===== src/cbf_pkg.sv =====
// Package for the cluster box filter: widths of the point, count and result fields,
// register indexes and their reset values.
// Used by cbf_mul and cluster_box_filter; depends on nothing.
package cbf_pkg;

   localparam int COORD_WIDTH = 12;
   localparam int COUNT_WIDTH = 24;

   localparam int FILL_LIMIT_WIDTH = 9;
   localparam int ASPECT_WIDTH     = 16;
   localparam int BOX_NUMBER_WIDTH = 16;
   localparam int CSR_INDEX_WIDTH  = 2;
   localparam int CSR_DATA_WIDTH   = ASPECT_WIDTH;

   localparam int REQ_DATA_WIDTH = ((2 * COORD_WIDTH + 7) / 8) * 8;
   localparam int RSP_FIELDS_WIDTH = BOX_NUMBER_WIDTH + 4 * COORD_WIDTH;
   localparam int RSP_DATA_WIDTH = ((RSP_FIELDS_WIDTH + 7) / 8) * 8;

   localparam int MUL_A_WIDTH = 2 * COORD_WIDTH + 1;
   localparam int MUL_B_WIDTH = ASPECT_WIDTH;
   localparam int PROD_WIDTH  = MUL_A_WIDTH + MUL_B_WIDTH;
   localparam int CMP_WIDTH   = (COUNT_WIDTH + 8 > PROD_WIDTH) ? COUNT_WIDTH + 8 : PROD_WIDTH;

   localparam logic [CSR_INDEX_WIDTH-1:0] CSR_FILL_LIMIT  = 2'd0;
   localparam logic [CSR_INDEX_WIDTH-1:0] CSR_ASPECT_LOW  = 2'd1;
   localparam logic [CSR_INDEX_WIDTH-1:0] CSR_ASPECT_HIGH = 2'd2;

   localparam logic [FILL_LIMIT_WIDTH-1:0] FILL_LIMIT_RESET  = 9'd128;
   localparam logic [ASPECT_WIDTH-1:0]     ASPECT_LOW_RESET  = 16'd26;
   localparam logic [ASPECT_WIDTH-1:0]     ASPECT_HIGH_RESET = 16'd2560;

endpackage


===== src/cluster_box_filter.sv =====
// Cluster box filter top level: segment and cluster bounding boxes, fill and aspect
// tests on one shared multiplier, and a registered result. Depends on cbf_pkg, cbf_mul.
// A point without a segment end is taken in the idle state. A segment end keeps
// req_tready low through the area, fill-product and test states; a cluster end adds the
// low and high aspect-product states and the decision state, which registers the result
// once the result register is free; a held result stalls the decision step until taken.
// Synchronous active-high reset clears all boxes, the box count, the state and rsp_tvalid.
module cluster_box_filter (
   input  logic                                 clock,
   input  logic                                 reset,
   input  logic                                 req_tvalid,
   output logic                                 req_tready,
   input  logic [cbf_pkg::REQ_DATA_WIDTH-1:0]   req_tdata,  // point_x, point_y
   input  logic                                 req_tuser,  // segment_end
   input  logic                                 req_tlast,  // cluster_end
   output logic                                 rsp_tvalid,
   input  logic                                 rsp_tready,
   output logic [cbf_pkg::RSP_DATA_WIDTH-1:0]   rsp_tdata,  // box_number, box_left,
                                                            // box_top, box_right, box_bottom
   output logic                                 rsp_tuser,  // keep
   input  logic                                 csr_we,
   input  logic [cbf_pkg::CSR_INDEX_WIDTH-1:0]  csr_index,
   input  logic [cbf_pkg::CSR_DATA_WIDTH-1:0]   csr_wdata
);
   import cbf_pkg::*;

   typedef enum logic [2:0] {
      S_IDLE, S_AREA, S_FILL, S_TEST, S_LOW, S_HIGH, S_DEC
   } state_type;

   localparam logic [COORD_WIDTH-1:0] COORD_ONES = '1;
   localparam logic [COUNT_WIDTH-1:0] COUNT_MAX  = '1;

   state_type state_ff, state_in;

   logic [FILL_LIMIT_WIDTH-1:0] fill_limit_ff;
   logic [ASPECT_WIDTH-1:0]     aspect_low_ff, aspect_high_ff;

   logic [COORD_WIDTH-1:0] seg_min_x_ff, seg_max_x_ff, seg_min_y_ff, seg_max_y_ff;
   logic [COORD_WIDTH-1:0] seg_min_x_in, seg_max_x_in, seg_min_y_in, seg_max_y_in;
   logic [COUNT_WIDTH-1:0] seg_points_ff, seg_points_in;
   logic [COORD_WIDTH-1:0] clu_min_x_ff, clu_max_x_ff, clu_min_y_ff, clu_max_y_ff;
   logic [COORD_WIDTH-1:0] clu_min_x_in, clu_max_x_in, clu_min_y_in, clu_max_y_in;
   logic                   fill_seen_ff, fill_seen_in;
   logic                   clu_end_ff, clu_end_in;
   logic                   above_ff, above_in;
   logic [BOX_NUMBER_WIDTH-1:0] boxes_ff, boxes_in;

   logic                        rsp_valid_ff, rsp_valid_in;
   logic                        rsp_keep_ff, rsp_keep_in;
   logic [BOX_NUMBER_WIDTH-1:0] rsp_number_ff, rsp_number_in;
   logic [COORD_WIDTH-1:0]      rsp_left_ff, rsp_top_ff, rsp_right_ff, rsp_bottom_ff;
   logic [COORD_WIDTH-1:0]      rsp_left_in, rsp_top_in, rsp_right_in, rsp_bottom_in;

   logic [COORD_WIDTH-1:0] point_x, point_y;
   logic                   req_accept;
   logic [COORD_WIDTH:0]   seg_height, seg_width;
   logic [COORD_WIDTH-1:0] clu_dx, clu_dy;
   logic [MUL_A_WIDTH-1:0] mul_a;
   logic [MUL_B_WIDTH-1:0] mul_b;
   logic [PROD_WIDTH-1:0]  product;
   logic [CMP_WIDTH-1:0]   count_scaled, dy_scaled, product_cmp;
   logic                   below, keep;

   assign point_x    = req_tdata[COORD_WIDTH-1:0];
   assign point_y    = req_tdata[2*COORD_WIDTH-1:COORD_WIDTH];
   assign req_tready = (state_ff == S_IDLE);
   assign req_accept = req_tvalid && req_tready;

   assign seg_height = {1'b0, seg_max_y_ff} - {1'b0, seg_min_y_ff} + 1'b1;
   assign seg_width  = {1'b0, seg_max_x_ff} - {1'b0, seg_min_x_ff} + 1'b1;
   assign clu_dx     = clu_max_x_ff - clu_min_x_ff;
   assign clu_dy     = (clu_max_y_ff >= clu_min_y_ff) ? clu_max_y_ff - clu_min_y_ff : '0;

   assign count_scaled = CMP_WIDTH'({seg_points_ff, 8'd0});
   assign dy_scaled    = CMP_WIDTH'({clu_dy, 8'd0});
   assign product_cmp  = CMP_WIDTH'(product);
   assign below        = dy_scaled < product_cmp;
   assign keep         = fill_seen_ff && (clu_dx != '0) && above_ff && below;

   always_comb begin
      mul_a = MUL_A_WIDTH'(clu_dx);
      mul_b = aspect_low_ff;
      case (state_ff)
         S_AREA: begin
            mul_a = MUL_A_WIDTH'(seg_height);
            mul_b = MUL_B_WIDTH'(seg_width);
         end
         S_FILL: begin
            mul_a = product[MUL_A_WIDTH-1:0];
            mul_b = MUL_B_WIDTH'(fill_limit_ff);
         end
         S_HIGH, S_DEC: begin
            mul_b = aspect_high_ff;
         end
         default: begin
         end
      endcase
   end

   cbf_mul u_mul (
      .clock   (clock),
      .a       (mul_a),
      .b       (mul_b),
      .product (product)
   );

   always_comb begin
      state_in      = state_ff;
      seg_min_x_in  = seg_min_x_ff;
      seg_max_x_in  = seg_max_x_ff;
      seg_min_y_in  = seg_min_y_ff;
      seg_max_y_in  = seg_max_y_ff;
      seg_points_in = seg_points_ff;
      clu_min_x_in  = clu_min_x_ff;
      clu_max_x_in  = clu_max_x_ff;
      clu_min_y_in  = clu_min_y_ff;
      clu_max_y_in  = clu_max_y_ff;
      fill_seen_in  = fill_seen_ff;
      clu_end_in    = clu_end_ff;
      above_in      = above_ff;
      boxes_in      = boxes_ff;
      rsp_valid_in  = rsp_valid_ff && !rsp_tready;
      rsp_keep_in   = rsp_keep_ff;
      rsp_number_in = rsp_number_ff;
      rsp_left_in   = rsp_left_ff;
      rsp_top_in    = rsp_top_ff;
      rsp_right_in  = rsp_right_ff;
      rsp_bottom_in = rsp_bottom_ff;
      case (state_ff)
         S_IDLE: begin
            if (req_accept) begin
               if (point_x < seg_min_x_ff) seg_min_x_in = point_x;
               if (point_x > seg_max_x_ff) seg_max_x_in = point_x;
               if (point_y < seg_min_y_ff) seg_min_y_in = point_y;
               if (point_y > seg_max_y_ff) seg_max_y_in = point_y;
               if (seg_points_ff != COUNT_MAX) seg_points_in = seg_points_ff + 1'b1;
               clu_end_in = req_tlast;
               if (req_tuser || req_tlast) state_in = S_AREA;
            end
         end
         S_AREA: begin
            state_in = S_FILL;
         end
         S_FILL: begin
            state_in = S_TEST;
         end
         S_TEST: begin
            if ((count_scaled < product_cmp) && (seg_points_ff != '0)) fill_seen_in = 1'b1;
            if (seg_min_x_ff < clu_min_x_ff) clu_min_x_in = seg_min_x_ff;
            if (seg_max_x_ff > clu_max_x_ff) clu_max_x_in = seg_max_x_ff;
            if (seg_min_y_ff < clu_min_y_ff) clu_min_y_in = seg_min_y_ff;
            if (seg_max_y_ff > clu_max_y_ff) clu_max_y_in = seg_max_y_ff;
            seg_min_x_in  = COORD_ONES;
            seg_max_x_in  = '0;
            seg_min_y_in  = COORD_ONES;
            seg_max_y_in  = '0;
            seg_points_in = '0;
            state_in      = clu_end_ff ? S_LOW : S_IDLE;
         end
         S_LOW: begin
            state_in = S_HIGH;
         end
         S_HIGH: begin
            above_in = dy_scaled > product_cmp;
            state_in = S_DEC;
         end
         S_DEC: begin
            if (!rsp_valid_ff || rsp_tready) begin
               rsp_valid_in  = 1'b1;
               rsp_keep_in   = keep;
               rsp_number_in = keep ? boxes_ff : '0;
               rsp_left_in   = clu_min_x_ff;
               rsp_top_in    = clu_min_y_ff;
               rsp_right_in  = clu_max_x_ff;
               rsp_bottom_in = clu_max_y_ff;
               if (keep) boxes_in = boxes_ff + 1'b1;
               clu_min_x_in  = COORD_ONES;
               clu_max_x_in  = '0;
               clu_min_y_in  = COORD_ONES;
               clu_max_y_in  = '0;
               fill_seen_in  = 1'b0;
               state_in      = S_IDLE;
            end
         end
         default: begin
            state_in = S_IDLE;
         end
      endcase
   end

   always_ff @(posedge clock) begin
      if (reset) begin
         state_ff       <= S_IDLE;
         fill_limit_ff  <= FILL_LIMIT_RESET;
         aspect_low_ff  <= ASPECT_LOW_RESET;
         aspect_high_ff <= ASPECT_HIGH_RESET;
         seg_min_x_ff   <= COORD_ONES;
         seg_max_x_ff   <= '0;
         seg_min_y_ff   <= COORD_ONES;
         seg_max_y_ff   <= '0;
         seg_points_ff  <= '0;
         clu_min_x_ff   <= COORD_ONES;
         clu_max_x_ff   <= '0;
         clu_min_y_ff   <= COORD_ONES;
         clu_max_y_ff   <= '0;
         fill_seen_ff   <= 1'b0;
         clu_end_ff     <= 1'b0;
         above_ff       <= 1'b0;
         boxes_ff       <= '0;
         rsp_valid_ff   <= 1'b0;
      end else begin
         state_ff      <= state_in;
         seg_min_x_ff  <= seg_min_x_in;
         seg_max_x_ff  <= seg_max_x_in;
         seg_min_y_ff  <= seg_min_y_in;
         seg_max_y_ff  <= seg_max_y_in;
         seg_points_ff <= seg_points_in;
         clu_min_x_ff  <= clu_min_x_in;
         clu_max_x_ff  <= clu_max_x_in;
         clu_min_y_ff  <= clu_min_y_in;
         clu_max_y_ff  <= clu_max_y_in;
         fill_seen_ff  <= fill_seen_in;
         clu_end_ff    <= clu_end_in;
         above_ff      <= above_in;
         boxes_ff      <= boxes_in;
         rsp_valid_ff  <= rsp_valid_in;
         if (csr_we) begin
            case (csr_index)
               CSR_FILL_LIMIT:  fill_limit_ff  <= csr_wdata[FILL_LIMIT_WIDTH-1:0];
               CSR_ASPECT_LOW:  aspect_low_ff  <= csr_wdata[ASPECT_WIDTH-1:0];
               CSR_ASPECT_HIGH: aspect_high_ff <= csr_wdata[ASPECT_WIDTH-1:0];
               default: begin
               end
            endcase
         end
      end
      rsp_keep_ff   <= rsp_keep_in;
      rsp_number_ff <= rsp_number_in;
      rsp_left_ff   <= rsp_left_in;
      rsp_top_ff    <= rsp_top_in;
      rsp_right_ff  <= rsp_right_in;
      rsp_bottom_ff <= rsp_bottom_in;
   end

   assign rsp_tvalid = rsp_valid_ff;
   assign rsp_tuser  = rsp_keep_ff;
   assign rsp_tdata  = RSP_DATA_WIDTH'({rsp_bottom_ff, rsp_right_ff, rsp_top_ff,
                                        rsp_left_ff, rsp_number_ff});

   a_seg_end_stalls: assert property (@(posedge clock) disable iff (reset)
      (req_accept && (req_tuser || req_tlast)) |=> !req_tready)
      else $error("Input accepted during segment-end processing.");

   a_discard_number_zero: assert property (@(posedge clock) disable iff (reset)
      (rsp_valid_ff && !rsp_keep_ff) |-> (rsp_number_ff == '0))
      else $error("Discarded cluster carries a nonzero box number.");

   a_box_ordered: assert property (@(posedge clock) disable iff (reset)
      rsp_valid_ff |-> ((rsp_left_ff <= rsp_right_ff) && (rsp_top_ff <= rsp_bottom_ff)))
      else $error("Result box has inverted corners.");

   a_segment_cleared: assert property (@(posedge clock) disable iff (reset)
      (state_ff == S_TEST) |=> ((seg_points_ff == '0) && (seg_max_x_ff == '0)))
      else $error("Segment state not cleared after the fill test.");

   a_box_count_step: assert property (@(posedge clock) disable iff (reset)
      (state_ff != S_DEC) |=> $stable(boxes_ff))
      else $error("Box count changed outside the decision step.");

endmodule


===== src/cbf_mul.sv =====
// Shared unsigned multiplier with a registered product, used by the sequencer
// of cluster_box_filter for the area, fill and aspect products. Depends on cbf_pkg.
module cbf_mul (
   input  logic                           clock,
   input  logic [cbf_pkg::MUL_A_WIDTH-1:0] a,
   input  logic [cbf_pkg::MUL_B_WIDTH-1:0] b,
   output logic [cbf_pkg::PROD_WIDTH-1:0]  product
);
   import cbf_pkg::*;

   logic [PROD_WIDTH-1:0] product_ff;
   logic [PROD_WIDTH-1:0] product_in;

   assign product_in = PROD_WIDTH'(a) * PROD_WIDTH'(b);
   assign product    = product_ff;

   always_ff @(posedge clock) begin
      product_ff <= product_in;
   end

endmodule

===== config.mk =====
export PLATFORM = sky130hd
export DESIGN_NAME = cluster_box_filter
export DESIGN_NICKNAME = d
export VERILOG_FILES = /design/src/cbf_pkg.sv /design/src/cluster_box_filter.sv /design/src/cbf_mul.sv
export SDC_FILE = /design/constraint.sdc
export NUM_CORES = 2
export LEC_CHECK = 0
export BUFFER_PORTS_ARGS = -buffer_cell sky130_fd_sc_hd__buf_2
export CORE_MARGIN = 5
export CORE_UTILIZATION = 69
export DETAILED_ROUTE_END_ITERATION = 10
export PLACE_DENSITY = 0.95
export SYNTH_ARGS = -nofsm -noshare
export SYNTH_HDL_FRONTEND = slang
export SYNTH_HIERARCHICAL = 1
export SYNTH_SLANG_ARGS = --single-unit

===== constraint.sdc =====
create_clock -name clock -period 14.4 [get_ports clock]
set_clock_uncertainty 0.1 [all_clocks]
set_input_delay 0.72 -clock clock [delete_from_list [all_inputs] [get_ports clock]]
set_output_delay 0.72 -clock clock [all_outputs]
set_load 0.005 [all_outputs]

==> results.sh <==
export IMPL_pwr_share_clk=0.275
export IMPL_syn_inst=3304
export IMPL_post_dp_cell_area_mm2=0.0303
export IMPL_postSynthNetCount=3990
export IMPL_post_cts_buffers=0
export IMPL_synth_edf_count=65
export IMPL_synth_seq_cells=290
export IMPL_max_vdd_ir_drop_uv=128
export IMPL_hold_viol_final=0
export IMPL_max_clock_freq_ghz=0.100
export IMPL_instances_no_fill=3929
export IMPL_synth_area_leaders="fa_1 22%, dfxtp_1 15%, ha_1 13%, inv_1 6.8%, edfxtp_1 6.7%"
export IMPL_timing_rr_end="u_mul/product[37]"
export IMPL_initial_core_util=0.697
export IMPL_final_area_mm2=0.0313
export IMPL_dp_cells=3875
export IMPL_r2r_slack_ns=4.45
export IMPL_fillerInstances=2573
export IMPL_fin_nets=4054
export IMPL_power_switching_share=0.389
export IMPL_dp_slack_ns=4.67
export IMPL_path_max_fanout=25
export IMPL_post_route_min_period_ns=9.95
export IMPL_synth_common_cells="525 x inv_1, 428 x nand2_1, 324 x fa_1, 313 x ha_1, 225 x dfxtp_1"
export IMPL_rsz0062_at_grt="no"
export IMPL_crit_path_frequent_cell="fa_1"
export IMPL_leakage_uw=0.0151
export IMPL_cp_required_ns=14.80
export IMPL_antenna_found_initial=1
export IMPL_syn_avg_cell_area_um2=8.83
export IMPL_crit_type="reg -> reg"
export IMPL_ctsHoldBuffers=0
export IMPL_rr_worst_depth=33
export IMPL_p_int_uw=1790
export IMPL_clkSinkCount=290
export IMPL_syn_area_mm2=0.0292
export IMPL_max_stage_delay_ns=0.79
export IMPL_ys_warnings_count=6
export IMPL_drive_gt1_frac=0.0729
export IMPL_yosysMostFrequentCell="inv_1"
export IMPL_crit_end="u_mul/product[37]"
export IMPL_ys_async_sr_fraction=0
export IMPL_worstMarginPinSlew_ns=1.36
export IMPL_post_dp_hpwl_um=59600
export IMPL_cts_tree="yes"
export IMPL_r2r_start="seg_max_x_ff[1]"
export IMPL_cts_resized=0
export IMPL_std_cell_rows=75
export IMPL_clock_latency_ns=0.60
export IMPL_cts_root_buffer="clkbuf_16"
export IMPL_worstSetupStartpointType="flip-flop"
export IMPL_synth_top_area_frac=0.222
export IMPL_p_seq_frac=0.319
export IMPL_grt_pass1_vias=25800
export IMPL_slowest_stage="a2111oi_0"
export IMPL_finalCritPeriodShare=0.691
export IMPL_route_detailed_drc=0
export IMPL_arrival_ns=10.35
export IMPL_setup_slack_ns=4.45
export IMPL_numCtsBuffers=30
export IMPL_grt_overflow=0
export IMPL_wl_per_cell_um=20.7
export IMPL_chipHeight_um=216
export IMPL_die_area_mm2=0.0465
export IMPL_hp_class="in -> reg"
export IMPL_critPathLaunch="seg_max_x_ff[1]"
export IMPL_cp_end_kind="flip-flop"
export IMPL_via_per_inst=6.33
export IMPL_die_x_um=216
export IMPL_combPwrFrac=0.406
export IMPL_status="finished, final reports clean"
export IMPL_yosysTopAreaCell="fa_1"
export IMPL_grt_max_degree=70
export IMPL_cts_htree_levels=1
export IMPL_cts_buffer_depth=3
export IMPL_final_setup_tns_ns=0
export IMPL_synth_ff_type="dfxtp_1"
export IMPL_path_clk_slew_ns=0.06
export IMPL_slew_viol_final=0
export IMPL_grt_pass1_wl_um=132000
export IMPL_vias=24900
export IMPL_drv_cap=0
export IMPL_setup_viol=0
export IMPL_io_buffer_count=115
export IMPL_switching_power_uw=1140
export IMPL_core_mm2=0.0419
export IMPL_io_pins=116
export IMPL_hold_ws_ns=0.281
export IMPL_grt_use_total=0.347
export IMPL_maxSlewHeadroom=0.0921
export IMPL_dr_first_iter_drc_count=2920
export IMPL_synthDistinctLibCells=81
export IMPL_synth_seq_area_share=0.221
export IMPL_routed_wl_um=81400
export IMPL_drt_first_pass_iters=6
export IMPL_areaGrowthSynthToFinish_pct=7.44
export IMPL_power_density_mw_per_mm2=93.8
export IMPL_gp_congestion=0.980
export IMPL_drtAntennaViolNets=0
## per-layer routing
layer | track usage | vias up | share of wire
met3 | 0.0860 | 447 | 0.12
li1 | - | 10900 | -
met1 | 0.432 | 11800 | 0.36
met5 | 0 | - | 0.00027
met4 | 0.171 | 2 | 0.059
met2 | 0.567 | 1685 | 0.46
## how the worst min path moves through the flow
stage | start | endpoint | slack, ns | depth (start not counted)
final | csr_wdata[10] | aspect_low_ff[10] | 0.28 | 3
after global routing | csr_wdata[14] | aspect_low_ff[14] | 0.28 | 3
after CTS | req_tdata[0] | seg_min_x_ff[0] | 0.27 | 2
after detailed placement | clu_min_y_ff[5] | rsp_top_ff[5] | 0.35 | 0
after global placement | clu_min_y_ff[7] | rsp_top_ff[7] | 0.34 | 0
after floorplan | clu_min_x_ff[10] | rsp_left_ff[10] | 0.33 | 0
## cell type report
class,instances,area (µm²),area share
Multi-Input combinational cell,2358,20300,0.647
Sequential cell,290,6460,0.206
Inverter,525,1970,0.0629
Timing Repair Buffer,163,938,0.0300
Clock buffer,45,906,0.0289
Tap cell,539,674,0.0215
Clock inverter,8,120,0.00383
Antenna cell,1,2.50,0.0000799
## cell usage in the layout, fill, tap and decap left out, types with 6 or more instances in the layout
cell type	count
inv_1	524
nand2_1	428
fa_1	324
ha_1	313
dfxtp_1	224
and2_1	187
nor2_1	185
a21oi_1	162
buf_2	114
o21ai_0	80
nand3_1	75
a21o_1	70
edfxtp_1	65
mux2i_1	52
buf_4	49
xnor2_1	47
nor3_1	39
xor2_1	34
a211o_1	31
clkbuf_16	31
nand4_1	24
o22a_1	24
nor2b_1	22
nand2b_1	19
o211ai_1	18
and3_1	17
o21a_1	15
a211oi_1	15
or3_1	14
a22oi_1	13
nand3b_1	12
a31oi_1	11
o21ai_1	10
nor4_1	10
and4_1	8
or2_2	7
o21bai_1	7
clkbuf_8	7
a21boi_0	6
## critical path, delay by kind of cell (launching register included)
family / cells / cell delay [ns]
buf+inv: 6 / 0.64
fa+ha+maj: 10 / 4.48
simple gates: 4 / 0.90
flops: 1 / 0.37
compound gates: 13 / 3.33
## power groups by stage
stage / logic [µW] / clock network (µW) / registers, µW
2_1_floorplan: 824 / 0 / 929
3_3_place_gp: 1060 / 0 / 948
3_5_place_dp: 1130 / 0 / 951
4_1_cts: 1150 / 809 / 934
5_1_grt: 1320 / 845 / 941
6_report: 1190 / 808 / 938
## kinds of logic (layout without fill, tap and decap cells)
family          Yosys count  in the layout  synth area share
simple gates           1062           1062             0.173
mux                      57             57            0.0198
fa+ha+maj               637            637             0.357
compound gates          521            521             0.120
buf+inv                 656            741            0.0849
flops                   290            290             0.221
other cells               0              1                 0
xor+xnor                 81             81            0.0243
## state kept, by name (all words and copies together), names as in the netlist, 3 cells and up
name and flops:
aspect_high_ff 16, aspect_low_ff 16, boxes_ff 16, clu_max_x_ff 12, clu_max_y_ff 12, clu_min_x_ff 12, clu_min_y_ff 12, fill_limit_ff 9
rsp_bottom_ff 12, rsp_left_ff 12, rsp_number_ff 16, rsp_right_ff 12, rsp_top_ff 12, seg_max_x_ff 12, seg_max_y_ff 12, seg_min_x_ff 12
seg_min_y_ff 12, seg_points_ff 24, state_ff 3, u_mul/product 41
## metrics by stage
step                utilization  total power (µW)
floorplan                     -              1750
global placement          0.724              2010
detailed placement        0.724              2080
CTS                       0.749              2900
global route              0.749              3100
finish                    0.749              2940
(Power assumes the default switching activity.)
